### config.mk
export PLATFORM = sky130hd
export DESIGN_NAME = serpentine_led_map_walker
export DESIGN_NICKNAME = d
export VERILOG_FILES = /design/src/rtl/core/slmw_pkg.sv /design/src/rtl/core/slmw_ctrl.sv /design/src/rtl/core/slmw_dpath.sv /design/src/rtl/core/slmw_obuf.sv /design/src/rtl/core/serpentine_led_map_walker.sv
export SDC_FILE = /design/constraint.sdc
export NUM_CORES = 1
export LEC_CHECK = 0
export BUFFER_PORTS_ARGS = -buffer_cell sky130_fd_sc_hd__buf_4
export CAP_MARGIN = 30
export CORE_AREA = 2 2 111 113
export DETAILED_ROUTE_END_ITERATION = 8
export DIE_AREA = 0 0 113 115
export GPL_TIMING_DRIVEN = 0
export PLACE_DENSITY = 0.89
export SYNTH_ARGS = -nofsm -noshare
export SYNTH_HDL_FRONTEND = slang
export SYNTH_HIERARCHICAL = 1
export SYNTH_SLANG_ARGS = --single-unit
### constraint.sdc
create_clock -name clock -period 8.45 [get_ports clock]
set_input_delay 0 -clock clock [delete_from_list [all_inputs] [get_ports clock]]
set_output_delay 0 -clock clock [all_outputs]
set_load 0.005 [all_outputs]
### src/rtl/core/slmw_pkg.sv
`default_nettype none
package slmw_pkg;

   // matrix geometry
   localparam int ROWS       = 18;
   localparam int COLS       = 11;
   localparam int MAX_SKIPS  = 4;
   localparam int SKIP_SLOTS = 4;

   // field widths
   localparam int COL_W      = 5;
   localparam int ROW_W      = 5;
   localparam int IDX_W      = 10;
   localparam int CHAIN_W    = 11;
   localparam int CHUNK_W    = 7;
   localparam int SKIP_W     = 3;
   localparam int POS_W      = 6;
   localparam int CSR_IDX_W  = 3;
   localparam int CSR_DATA_W = 6;

   // register indexes
   localparam logic [CSR_IDX_W-1:0] CSR_FIRST_RIGHT  = 3'd0;
   localparam logic [CSR_IDX_W-1:0] CSR_FIRST_BOTTOM = 3'd1;
   localparam logic [CSR_IDX_W-1:0] CSR_SKIP_COUNT   = 3'd2;
   localparam logic [CSR_IDX_W-1:0] CSR_SKIP_POS_A   = 3'd3;
   localparam logic [CSR_IDX_W-1:0] CSR_SKIP_POS_B   = 3'd4;
   localparam logic [CSR_IDX_W-1:0] CSR_SKIP_POS_C   = 3'd5;
   localparam logic [CSR_IDX_W-1:0] CSR_SKIP_POS_D   = 3'd6;

   typedef struct packed {
      logic load;   // accept beat: emit entry, move walk
      logic step;   // one chain advance iteration
   } slmw_cmd_type;

   typedef struct packed {
      logic last;      // entry being loaded is the final one
      logic adv_done;  // this iteration ends the chain advance
   } slmw_sts_type;

   typedef struct packed {
      logic [IDX_W-1:0]   map_index;
      logic [CHAIN_W-1:0] led_number;
      logic               last_entry;
   } slmw_rsp_type;

endpackage
`default_nettype wire

### src/rtl/core/slmw_ctrl.sv
`default_nettype none
module slmw_ctrl
   import slmw_pkg::*;
(
   input  wire logic         clock,
   input  wire logic         reset,
   input  wire logic         req_valid,
   input  wire logic         buf_space,
   input  wire slmw_sts_type sts,
   output logic              req_ready,
   output slmw_cmd_type      cmd
);

   typedef enum logic {
      ST_IDLE,
      ST_ADV
   } state_type;

   state_type state_ff;

   assign req_ready = (state_ff == ST_IDLE) && buf_space;

   always_comb begin
      cmd.load = req_valid && req_ready;
      cmd.step = (state_ff == ST_ADV);
   end

   always_ff @(posedge clock) begin
      if (reset) begin
         state_ff <= ST_IDLE;
      end else begin
         unique case (state_ff)
            ST_IDLE: begin
               if (cmd.load && !sts.last) state_ff <= ST_ADV;
            end
            ST_ADV: begin
               if (sts.adv_done) state_ff <= ST_IDLE;
            end
            default: state_ff <= ST_IDLE;
         endcase
      end
   end

   a_no_accept_busy: assert property (@(posedge clock) disable iff (reset)
      (state_ff == ST_ADV) |-> !req_ready)
      else $error("request accepted during chain advance");

endmodule
`default_nettype wire

### src/rtl/core/slmw_dpath.sv
`default_nettype none
module slmw_dpath
   import slmw_pkg::*;
(
   input  wire logic                  clock,
   input  wire logic                  reset,
   input  wire logic                  csr_valid,
   input  wire logic [CSR_IDX_W-1:0]  csr_index,
   input  wire logic [CSR_DATA_W-1:0] csr_data,
   input  wire logic                  req_restart,
   input  wire slmw_cmd_type          cmd,
   output slmw_sts_type               sts,
   output slmw_rsp_type               rsp
);

   // config
   logic                first_right_ff;
   logic                first_bottom_ff;
   logic [SKIP_W-1:0]   skip_count_ff;
   logic [POS_W-1:0]    skip_pos_ff [SKIP_SLOTS];

   // walk state
   logic [COL_W-1:0]    col_ff;
   logic [ROW_W-1:0]    row_ff;
   logic                down_ff;
   logic [CHAIN_W-1:0]  chain_ff;
   logic [CHUNK_W-1:0]  chunk_ff;
   logic [CHUNK_W-1:0]  guard_ff;

   logic [SKIP_W-1:0]   skips;
   logic [CHUNK_W-1:0]  len;
   logic [CHUNK_W-1:0]  period;
   logic [COL_W-1:0]    start_col;
   logic [ROW_W-1:0]    start_row;
   logic                start_down;
   logic [COL_W-1:0]    eff_col;
   logic [ROW_W-1:0]    eff_row;
   logic                eff_down;
   logic [CHAIN_W-1:0]  eff_chain;
   logic [CHUNK_W-1:0]  eff_chunk;
   logic                col_end;
   logic [COL_W-1:0]    last_col;
   logic                last;

   logic [COL_W-1:0]    col_in;
   logic [ROW_W-1:0]    row_in;
   logic                down_in;
   logic [CHUNK_W:0]    chunk_inc;
   logic [CHUNK_W-1:0]  chunk_nx;
   logic [CHUNK_W-1:0]  mirrored;
   logic [CHUNK_W-1:0]  guard_nx;
   logic                hit;

   assign skips  = (skip_count_ff > SKIP_W'(MAX_SKIPS)) ? SKIP_W'(MAX_SKIPS) : skip_count_ff;
   assign len    = CHUNK_W'(ROWS) + CHUNK_W'(skips);
   assign period = {len[CHUNK_W-2:0], 1'b0};

   assign start_col  = first_right_ff ? COL_W'(COLS - 1) : '0;
   assign start_down = !first_bottom_ff;
   assign start_row  = start_down ? ROW_W'(ROWS - 1) : '0;

   assign eff_col   = req_restart ? start_col  : col_ff;
   assign eff_row   = req_restart ? start_row  : row_ff;
   assign eff_down  = req_restart ? start_down : down_ff;
   assign eff_chain = req_restart ? '0 : chain_ff;
   assign eff_chunk = req_restart ? '0 : chunk_ff;

   assign col_end  = eff_down ? (eff_row == '0) : (eff_row >= ROW_W'(ROWS - 1));
   assign last_col = first_right_ff ? '0 : COL_W'(COLS - 1);
   assign last     = col_end && (eff_col == last_col);

   always_comb begin
      rsp.map_index  = IDX_W'({{(IDX_W-COL_W){1'b0}}, eff_col} * IDX_W'(ROWS))
                       + IDX_W'(eff_row);
      rsp.led_number = eff_chain;
      rsp.last_entry = last;
   end

   // serpentine step of row and column
   always_comb begin
      col_in  = eff_col;
      row_in  = eff_row;
      down_in = eff_down;
      if (col_end) begin
         if (first_right_ff) begin
            if (eff_col > '0) col_in = eff_col - COL_W'(1);
         end else begin
            if (eff_col < COL_W'(COLS - 1)) col_in = eff_col + COL_W'(1);
         end
         down_in = !eff_down;
      end else if (eff_down) begin
         row_in = eff_row - ROW_W'(1);
      end else begin
         row_in = eff_row + ROW_W'(1);
      end
   end

   // one chain advance iteration; upper half of chunk is mirrored
   always_comb begin
      hit = 1'b0;
      chunk_inc = {1'b0, chunk_ff} + (CHUNK_W+1)'(1);
      chunk_nx  = (chunk_inc >= {1'b0, period}) ? '0 : chunk_inc[CHUNK_W-1:0];
      mirrored  = (chunk_nx < len) ? chunk_nx : (period - CHUNK_W'(1) - chunk_nx);
      for (int i = 0; i < SKIP_SLOTS; i++) begin
         if ((SKIP_W'(i) < skips) && ({1'b0, skip_pos_ff[i]} == mirrored)) hit = 1'b1;
      end
      guard_nx = guard_ff + CHUNK_W'(1);
   end

   always_comb begin
      sts.last     = last;
      sts.adv_done = !hit || (guard_nx >= period);
   end

   always_ff @(posedge clock) begin
      if (reset) begin
         first_right_ff  <= 1'b0;
         first_bottom_ff <= 1'b0;
         skip_count_ff   <= '0;
         for (int i = 0; i < SKIP_SLOTS; i++) skip_pos_ff[i] <= '0;
      end else if (csr_valid) begin
         unique case (csr_index)
            CSR_FIRST_RIGHT:  first_right_ff  <= csr_data[0];
            CSR_FIRST_BOTTOM: first_bottom_ff <= csr_data[0];
            CSR_SKIP_COUNT:   skip_count_ff   <= csr_data[SKIP_W-1:0];
            CSR_SKIP_POS_A:   skip_pos_ff[0]  <= csr_data;
            CSR_SKIP_POS_B:   skip_pos_ff[1]  <= csr_data;
            CSR_SKIP_POS_C:   skip_pos_ff[2]  <= csr_data;
            CSR_SKIP_POS_D:   skip_pos_ff[3]  <= csr_data;
            default: ;
         endcase
      end
   end

   always_ff @(posedge clock) begin
      if (reset) begin
         col_ff   <= '0;
         row_ff   <= ROW_W'(ROWS - 1);
         down_ff  <= 1'b1;
         chain_ff <= '0;
         chunk_ff <= '0;
         guard_ff <= '0;
      end else if (cmd.load) begin
         guard_ff <= '0;
         if (last) begin
            col_ff   <= start_col;
            row_ff   <= start_row;
            down_ff  <= start_down;
            chain_ff <= '0;
            chunk_ff <= '0;
         end else begin
            col_ff   <= col_in;
            row_ff   <= row_in;
            down_ff  <= down_in;
            chain_ff <= eff_chain;
            chunk_ff <= eff_chunk;
         end
      end else if (cmd.step) begin
         chain_ff <= chain_ff + CHAIN_W'(1);
         chunk_ff <= chunk_nx;
         guard_ff <= guard_nx;
      end
   end

   a_guard_bound: assert property (@(posedge clock) disable iff (reset)
      cmd.step |-> (guard_ff < period))
      else $error("chain advance ran past one chunk");

   a_wrap_clears: assert property (@(posedge clock) disable iff (reset)
      (cmd.load && last) |=> (chain_ff == '0) && (chunk_ff == '0))
      else $error("walk did not wrap to chain start");

endmodule
`default_nettype wire

### src/rtl/core/slmw_obuf.sv
`default_nettype none
module slmw_obuf
   import slmw_pkg::*;
(
   input  wire logic         clock,
   input  wire logic         reset,
   input  wire logic         push,
   input  wire slmw_rsp_type push_data,
   output logic              space,
   output logic              rsp_valid,
   input  wire logic         rsp_ready,
   output slmw_rsp_type      rsp_data
);

   logic         out_valid_ff;
   logic         hold_valid_ff;
   slmw_rsp_type out_ff;
   slmw_rsp_type hold_ff;
   logic         out_free;

   assign out_free  = !out_valid_ff || rsp_ready;
   assign space     = !hold_valid_ff;
   assign rsp_valid = out_valid_ff;
   assign rsp_data  = out_ff;

   always_ff @(posedge clock) begin
      if (reset) begin
         out_valid_ff  <= 1'b0;
         hold_valid_ff <= 1'b0;
      end else if (out_free) begin
         if (hold_valid_ff) begin
            out_ff        <= hold_ff;
            out_valid_ff  <= 1'b1;
            hold_valid_ff <= 1'b0;
         end else begin
            out_valid_ff <= push;
            if (push) out_ff <= push_data;
         end
      end else if (push) begin
         hold_ff       <= push_data;
         hold_valid_ff <= 1'b1;
      end
   end

   a_hold_behind_out: assert property (@(posedge clock) disable iff (reset)
      hold_valid_ff |-> out_valid_ff)
      else $error("skid slot full with output register empty");

endmodule
`default_nettype wire

### src/rtl/core/serpentine_led_map_walker.sv
`default_nettype none
// A taken request beat is registered into the output register, or into the
// skid slot while the output is stalled. After each entry but the final one
//   of the map, the chain advance loop runs, one position per cycle, passing
//   skipped chain positions; no request beat is taken until it ends.
// Reset: synchronous, active high; config registers clear to zero and the walk
//   sits at its first entry (column 0, top row, heading down). No clearing pass.
module serpentine_led_map_walker
   import slmw_pkg::*;
(
   input  wire logic                  clock,
   input  wire logic                  reset,
   // request channel
   input  wire logic                  req_valid,
   output logic                       req_ready,
   input  wire logic                  req_restart,
   // result channel
   output logic                       rsp_valid,
   input  wire logic                  rsp_ready,
   output logic [IDX_W-1:0]           rsp_map_index,
   output logic [CHAIN_W-1:0]         rsp_led_number,
   output logic                       rsp_last_entry,
   // register writes
   input  wire logic                  csr_valid,
   output logic                       csr_ready,
   input  wire logic [CSR_IDX_W-1:0]  csr_index,
   input  wire logic [CSR_DATA_W-1:0] csr_data
);

   slmw_cmd_type cmd;
   slmw_sts_type sts;
   slmw_rsp_type entry;
   slmw_rsp_type rsp_data;
   logic         buf_space;

   // registers always take a write beat
   assign csr_ready = 1'b1;

   // controller: idle / chain-advance sequencing, request handshake
   slmw_ctrl u_ctrl (
      .clock     (clock),
      .reset     (reset),
      .req_valid (req_valid),
      .buf_space (buf_space),
      .sts       (sts),
      .req_ready (req_ready),
      .cmd       (cmd)
   );

   // datapath: config, walk position, chain counter, skip match
   slmw_dpath u_dpath (
      .clock       (clock),
      .reset       (reset),
      .csr_valid   (csr_valid),
      .csr_index   (csr_index),
      .csr_data    (csr_data),
      .req_restart (req_restart),
      .cmd         (cmd),
      .sts         (sts),
      .rsp         (entry)
   );

   // output register plus skid slot, so a request beat can be taken while
   // a result beat still waits
   slmw_obuf u_obuf (
      .clock     (clock),
      .reset     (reset),
      .push      (cmd.load),
      .push_data (entry),
      .space     (buf_space),
      .rsp_valid (rsp_valid),
      .rsp_ready (rsp_ready),
      .rsp_data  (rsp_data)
   );

   assign rsp_map_index  = rsp_data.map_index;
   assign rsp_led_number = rsp_data.led_number;
   assign rsp_last_entry = rsp_data.last_entry;

endmodule
`default_nettype wire
======== Word level (Yosys, flattened, before mapping) ========
Memories as Yosys holds them, arrays and structs flattened.
Index checks and enable logic that the tools add are counted.
operators by class
  eq/ne operators ......................... 12
  bitwise operators ....................... 7
  multiply operators ...................... 1
  reduce and logical (&&, ||, !) cells .... 28
  mux-type cells .......................... 60
  $lt $le $gt $ge ......................... 11
  add/subtract/negate cells ............... 11
operators with widths
  cell                     number
  $mux W5                  11
  $mux W11                 4
  $mux W22                 2
  $mux W7                  6
  $mux W1                  29
  $eq A6 B7 Y1             4
  $mux W6                  4
  $add A11 B1 Y11 const B  1
  $add A10 B5 Y10          1
  $add A5 B1 Y5 const B    2
  $sub A5 B1 Y5 const B    2
  $eq A3 B3 Y1 const B     3
  $mul A5 B4 Y9 const B    1
  $add A7 B1 Y8 const B    1
  $ge A8 B7 Y1             1
  $logic_and A1 B1 Y1      8
  $mux W4                  2
  $reduce_and A2 Y1        4
  $add A7 B1 Y7 const B    1
  $ge A7 B7 Y1             1
  $lt A7 B7 Y1             1
  $sub A7 B1 Y7 const B    1
  $sub A7 B7 Y7            1
  $add A5 B3 Y6 const A    1
  21 further kinds         38
word-level totals
  memories kept ........................... 1
  word-level logic and storage cells ...... 149
  input port bits ......................... 15
  register bits ........................... 88
  memory bits (writable) .................. 24
  output and inout bits ................... 25
memory list
  name                 depth  width  read ports  clocked after Yosys merged registers in  wr ports  RTL line          text
  u_dpath.skip_pos_ff  4      6      4           0                                        4         slmw_dpath.sv:20  logic [POS_W-1:0] skip_pos_ff [SKIP_SLOTS];

======== Longest topological paths before layout ========
  depth in word-level cells ............... 17
  depth in mapped cells ................... 25
  gate-level depth less buffers ........... 22

======== Modules after synthesis ========
The synthesis kept the hierarchy.
by module, submodules not included
  module                     cells each  area an instance (µm²)  instances  sequential area each (µm²)
  slmw_dpath                 613         5,048.6                 1          1,541.5
  slmw_obuf                  79          1,770.4                 1          1,361.3
  slmw_ctrl                  7           65.1                    1          20.0
  serpentine_led_map_walker  2           11.3                    1          0.0

======== Worst setup path before layout ========
No wires, ideal clock.
  kind .................................... reg2reg
  from .................................... register u_dpath.chunk_ff[1]
  to ...................................... register u_ctrl.state_ff
  period minus slack after synthesis ...... 4,487 ps
  library setup time ...................... 70 ps
  stages on the path, launching flop included .. 24
  buffers on the path ..................... 1
  slack ................................... 3,963 ps
  arrival time ............................ 4,417 ps
  data required time ...................... 8,380 ps
  cell sequence ........................... dfxtp_1 -> ha_1 -> and3_2 -> xor2_2 -> ha_1 -> and3b_1 -> mux2i_1 -> o22ai_2 -> and2_1 -> buf_6 -> nand2_1 -> inv_1 -> ha_1 -> nor4bb_1 -> o21ai_1 -> a311o_1 -> a32oi_1 -> or2_2 -> xor2_1 -> nand4_1 -> o22ai_1 -> a22oi_1 -> nand2b_1 -> a21oi_1
RTL lines
  element                 RTL line           text
  start, declared         slmw_dpath.sv:27   logic [CHUNK_W-1:0] chunk_ff;
  start signal, assigned  slmw_dpath.sv:156  chunk_ff <= eff_chunk;
  start signal, assigned  slmw_dpath.sv:160  chunk_ff <= chunk_nx;
  end signal, assigned    slmw_ctrl.sv:30    state_ff <= ST_IDLE;
  end signal, assigned    slmw_ctrl.sv:34    if (cmd.load && !sts.last) state_ff <= ST_ADV;
  end signal, assigned    slmw_ctrl.sv:37    if (sts.adv_done) state_ff <= ST_IDLE;
  end, declared           slmw_ctrl.sv:19    state_type state_ff;

==> results_dict.tcl <==
set metrics [dict create \
    run_status "complete, no violations" \
    chipHeight_um 115 \
    cells_after_synth 701 \
    detail_route.drc_violations 0 \
    detailedRoute.firstPassIterationCount 7 \
    synth-main-ff-cell "sky130_fd_sc_hd__edfxtp_1" \
    tns_ns 0 \
    vias 5688 \
    syn_area_um2 6900 \
    hold_viol 0 \
    crit_share_post_route_pct 64.9 \
    grt_overflow 0 \
    timing.setup.critical_path_class "flip-flop to flip-flop" \
    timing.reg2reg.setup_slack_ns 2.97 \
    worst_skew_pair.late_latency_ns 0.36 \
    kind_of_capture_point_of_the_worst_setup_path "flip-flop" \
    peakVddDrop_v 0.000128 \
    worstHoldPathType "input pin to flip-flop" \
    core_outline_area_um2 11800 \
    final.setup_skew_ns 0.0121 \
    clk_transition_reported_paths_ns 0.07 \
    portBuffers 38 \
    cts-buffers-inserted 9 \
    design_area_um2 7770 \
    floorplan.die_area_um2 13000 \
    initial_core_util_pct 58.4 \
    clockRootBuffer "sky130_fd_sc_hd__clkbuf_16" \
    clock_tree.buffer_depth 2 \
    areaGrowthSynthToFinish_pct 12.7 \
    timing.critical_path.required_ns 8.74 \
    worst_slack_ns 2.97 \
    synth.yosys.seq_area_share_pct 42.4 \
    max_transition_margin_pct 31.5 \
    gp_routability_congestion 0.922 \
    detail_route.wirelength_um 16500 \
    hold-worst-slack_ns 0.0300 \
    finalSetupViolations 0 \
    n_antenna_cell 0 \
    cellLeakagePower_nw 3.06 \
    num-fill-cells 878 \
    top_level_i_o_count 40 \
    route.detailed.wl_per_inst_um 18.1 \
    post-layout-total-power_mw 1.14 \
    post_dp_cell_area_um2 7410 \
    tritoncts "built" \
    synth.lib_cells_used.distinct 78 \
    drtIter0Drc 523 \
    max_freq_mhz 182 \
    dp_hpwl_um 12200 \
    max_slew.worst_pin.slew_ns 1.02 \
    timing.critical_path.fanout_max 10 \
    yosys_warnings 6 \
    unrepaired_setup_endpoints_after_global_routing "no" \
    instances_no_fill 915 \
    route.antenna.remaining_nets 0 \
    clock_net_sink_count 112 \
    layout_min_cycle_time_ns 5.48 \
    worst_ep_arrival_time_ns 5.77 \
    power_density_nw_per_um2 147 \
    start_kind "flip-flop" \
    slew_violations 0 \
    vias_per_cell 6.22 \
    synth_enable_flop_cells 68 \
    vias_in_the_first_global_route 5692 \
    grt_pass1_wl_um 27300 \
    synth.avg_cell_area_um2 9.84 \
    ff_latch_count_synth 112 \
    layout-drive-gt1-share_pct 15.1 \
    async_reset_ff_share_pct 0 \
    fraction_of_the_core_area_covered_by_cells_at_the_end_of_the_flow_pct 65.8 \
    grt_max_degree 20 \
    row_count 40 \
    die_w_um 113 \
    gr-usage-all-layers_pct 26.1 \
    antenna_violations_before_repair 0 \
    count_of_max_cap_constraint_violations 0 \
    htree_num_levels 3 \
    numPlacedInstances 890 \
    number_of_buffers_inserted_to_repair_setup_after_cts 0 \
    dpl_worst_slack_ns 3.08 \
    fin_nets 811 \
]
flip-flops by register name, indices dropped and copies added, names as in the netlist:
signal and flops:
u_obuf/hold_valid_ff 1, u_dpath/chunk_ff 7, u_dpath/col_ff 5, u_dpath/first_right_ff 1
u_dpath/guard_ff 7, u_obuf/hold_ff 22, u_dpath/chain_ff 11, u_dpath/first_bottom_ff 1
u_dpath/skip_count_ff 3, u_dpath/down_ff 1, u_obuf/rsp_data 22, u_dpath/skip_pos_ff 24
u_dpath/row_ff 5, u_ctrl/state_ff 1, u_obuf/rsp_valid 1
cells by family (layout without fill, tap and decap cells):
| logic type | Yosys count | in the layout | synth area share (%) |
|---|---|---|---|
| AOI/OAI and AO/OA | 168 | 168 | 16.5 |
| xor gates and xnor gates | 43 | 43 | 5.57 |
| adders and majority gates | 33 | 33 | 6.42 |
| buffers and inverters | 56 | 121 | 4.06 |
| DFF | 112 | 112 | 42.4 |
| muxes | 29 | 29 | 5.61 |
| other | 3 | 5 | 0.163 |
| and+or+nand+nor | 257 | 257 | 19.3 |
where the power goes:
group	switching, mW	internal [mW]
combinational	0.0733	0.0542
clock	0.198	0.204
sequential	0.0133	0.597
total	0.285	0.855
layout by cell type, fill, tap and decap left out, types with 6 or more instances in the layout:
cell type                       synthesis  layout
sky130_fd_sc_hd__a21o_1                10      10
sky130_fd_sc_hd__a21oi_1               38      38
sky130_fd_sc_hd__a22oi_1                8       8
sky130_fd_sc_hd__a31oi_1                7       7
sky130_fd_sc_hd__and2_1                28      28
sky130_fd_sc_hd__and3_1                11      11
sky130_fd_sc_hd__buf_4                  5      43
sky130_fd_sc_hd__clkbuf_1              16      18
sky130_fd_sc_hd__clkbuf_16              0       9
sky130_fd_sc_hd__dfxtp_1               44      44
sky130_fd_sc_hd__dlygate4sd3_1          0       9
sky130_fd_sc_hd__edfxtp_1              68      68
sky130_fd_sc_hd__ha_1                  29      29
sky130_fd_sc_hd__inv_1                 25      25
sky130_fd_sc_hd__mux2_4                18      18
sky130_fd_sc_hd__mux2i_1                6       6
sky130_fd_sc_hd__nand2_1               56      56
sky130_fd_sc_hd__nand2b_1              12      12
sky130_fd_sc_hd__nand3_1               15      15
sky130_fd_sc_hd__nand4_1                8       8
sky130_fd_sc_hd__nor2_1                56      56
sky130_fd_sc_hd__nor2b_1               22      22
sky130_fd_sc_hd__nor3_1                23      22
sky130_fd_sc_hd__o21a_1                 7       7
sky130_fd_sc_hd__o21ai_0               41      41
sky130_fd_sc_hd__xnor2_1               22      22
sky130_fd_sc_hd__xor2_1                20      20
final cells by class:
type / instances / area [um2] / area share (%)
clock inverters: 5 / 41.3 / 0.531
clock buffers: 11 / 233 / 2.99
well taps: 147 / 184 / 2.37
multi-input cells: 535 / 3710 / 47.7
repair buffers: 49 / 402 / 5.17
inverters: 26 / 97.6 / 1.26
flip-flops and latches: 112 / 2920 / 37.6
plain buffers: 30 / 183 / 2.35
worst max-delay path, cell delays in order (launching register included):
cell                       delay (ns)
sky130_fd_sc_hd__dfxtp_1         0.43
sky130_fd_sc_hd__ha_1            0.34
sky130_fd_sc_hd__and3_2          0.27
sky130_fd_sc_hd__xor2_2          0.34
sky130_fd_sc_hd__ha_1            0.26
sky130_fd_sc_hd__and3b_1         0.19
sky130_fd_sc_hd__mux2i_1         0.21
sky130_fd_sc_hd__o22ai_2         0.24
sky130_fd_sc_hd__and2_1          0.21
sky130_fd_sc_hd__buf_6           0.13
sky130_fd_sc_hd__nand2_1         0.08
sky130_fd_sc_hd__inv_1           0.07
sky130_fd_sc_hd__ha_1            0.20
sky130_fd_sc_hd__nor4bb_1        0.27
sky130_fd_sc_hd__o21ai_1         0.20
sky130_fd_sc_hd__a311oi_1        0.44
sky130_fd_sc_hd__nand2_1         0.17
sky130_fd_sc_hd__and3_4          0.20
sky130_fd_sc_hd__a221oi_2        0.26
sky130_fd_sc_hd__nand4_1         0.14
sky130_fd_sc_hd__o31ai_1         0.28
sky130_fd_sc_hd__a22oi_1         0.17
sky130_fd_sc_hd__nand2b_1        0.18
sky130_fd_sc_hd__a21oi_1         0.13
routing by layer:
metal / track usage [%] / routed length (um)
met4: 11.3 / 435
met2: 44.9 / 8230
met1: 32.3 / 6890
met5: 0 / 0
met3: 4.80 / 967
timing repair:
action,CTS,global route
gates resized for setup,0,0
hold endpoints to repair,32,0
hold buffers,9,0
synthesized netlist by cell type, types with 5 or more instances:
library cell                n  area, um2
sky130_fd_sc_hd__a31oi_1    7       43.8
sky130_fd_sc_hd__o21ai_0   41        205
sky130_fd_sc_hd__clkbuf_1  16       60.1
sky130_fd_sc_hd__edfxtp_1  68       2040
sky130_fd_sc_hd__inv_1     25       93.8
sky130_fd_sc_hd__nand2_1   56        210
sky130_fd_sc_hd__nor2b_1   22        138
sky130_fd_sc_hd__buf_4      5       37.5
sky130_fd_sc_hd__a211oi_1   5       37.5
sky130_fd_sc_hd__a22oi_1    8       60.1
sky130_fd_sc_hd__nor2_1    56        210
sky130_fd_sc_hd__and3_1    11       68.8
sky130_fd_sc_hd__a22o_1     5       43.8
sky130_fd_sc_hd__and2_1    28        175
sky130_fd_sc_hd__xor2_1    20        175
sky130_fd_sc_hd__mux2_2     5       56.3
sky130_fd_sc_hd__a21o_1    10       75.1
sky130_fd_sc_hd__nor3_1    23        115
sky130_fd_sc_hd__mux2i_1    6       60.1
sky130_fd_sc_hd__nand3_1   15       75.1
sky130_fd_sc_hd__o21a_1     7       52.6
sky130_fd_sc_hd__a21oi_1   38        190
sky130_fd_sc_hd__ha_1      29        363
sky130_fd_sc_hd__dfxtp_1   44        881
sky130_fd_sc_hd__nand4_1    8       50.1
sky130_fd_sc_hd__nand2b_1  12       75.1
sky130_fd_sc_hd__xnor2_1   22        193
sky130_fd_sc_hd__mux2_4    18        270
worst paths after layout:
kind / start / end / cells past startpoint
setup / recovery: u_dpath/chunk_ff[1] / u_ctrl/state_ff / 23
setup reg to reg: u_dpath/chunk_ff[1] / u_ctrl/state_ff / 23
hold / removal: rsp_ready / u_obuf/hold_valid_ff / 3
hold reg to reg: u_dpath/col_ff[4] / u_dpath/col_ff[4] / 1
No activity file was read; power rests on OpenSTA's default activity.
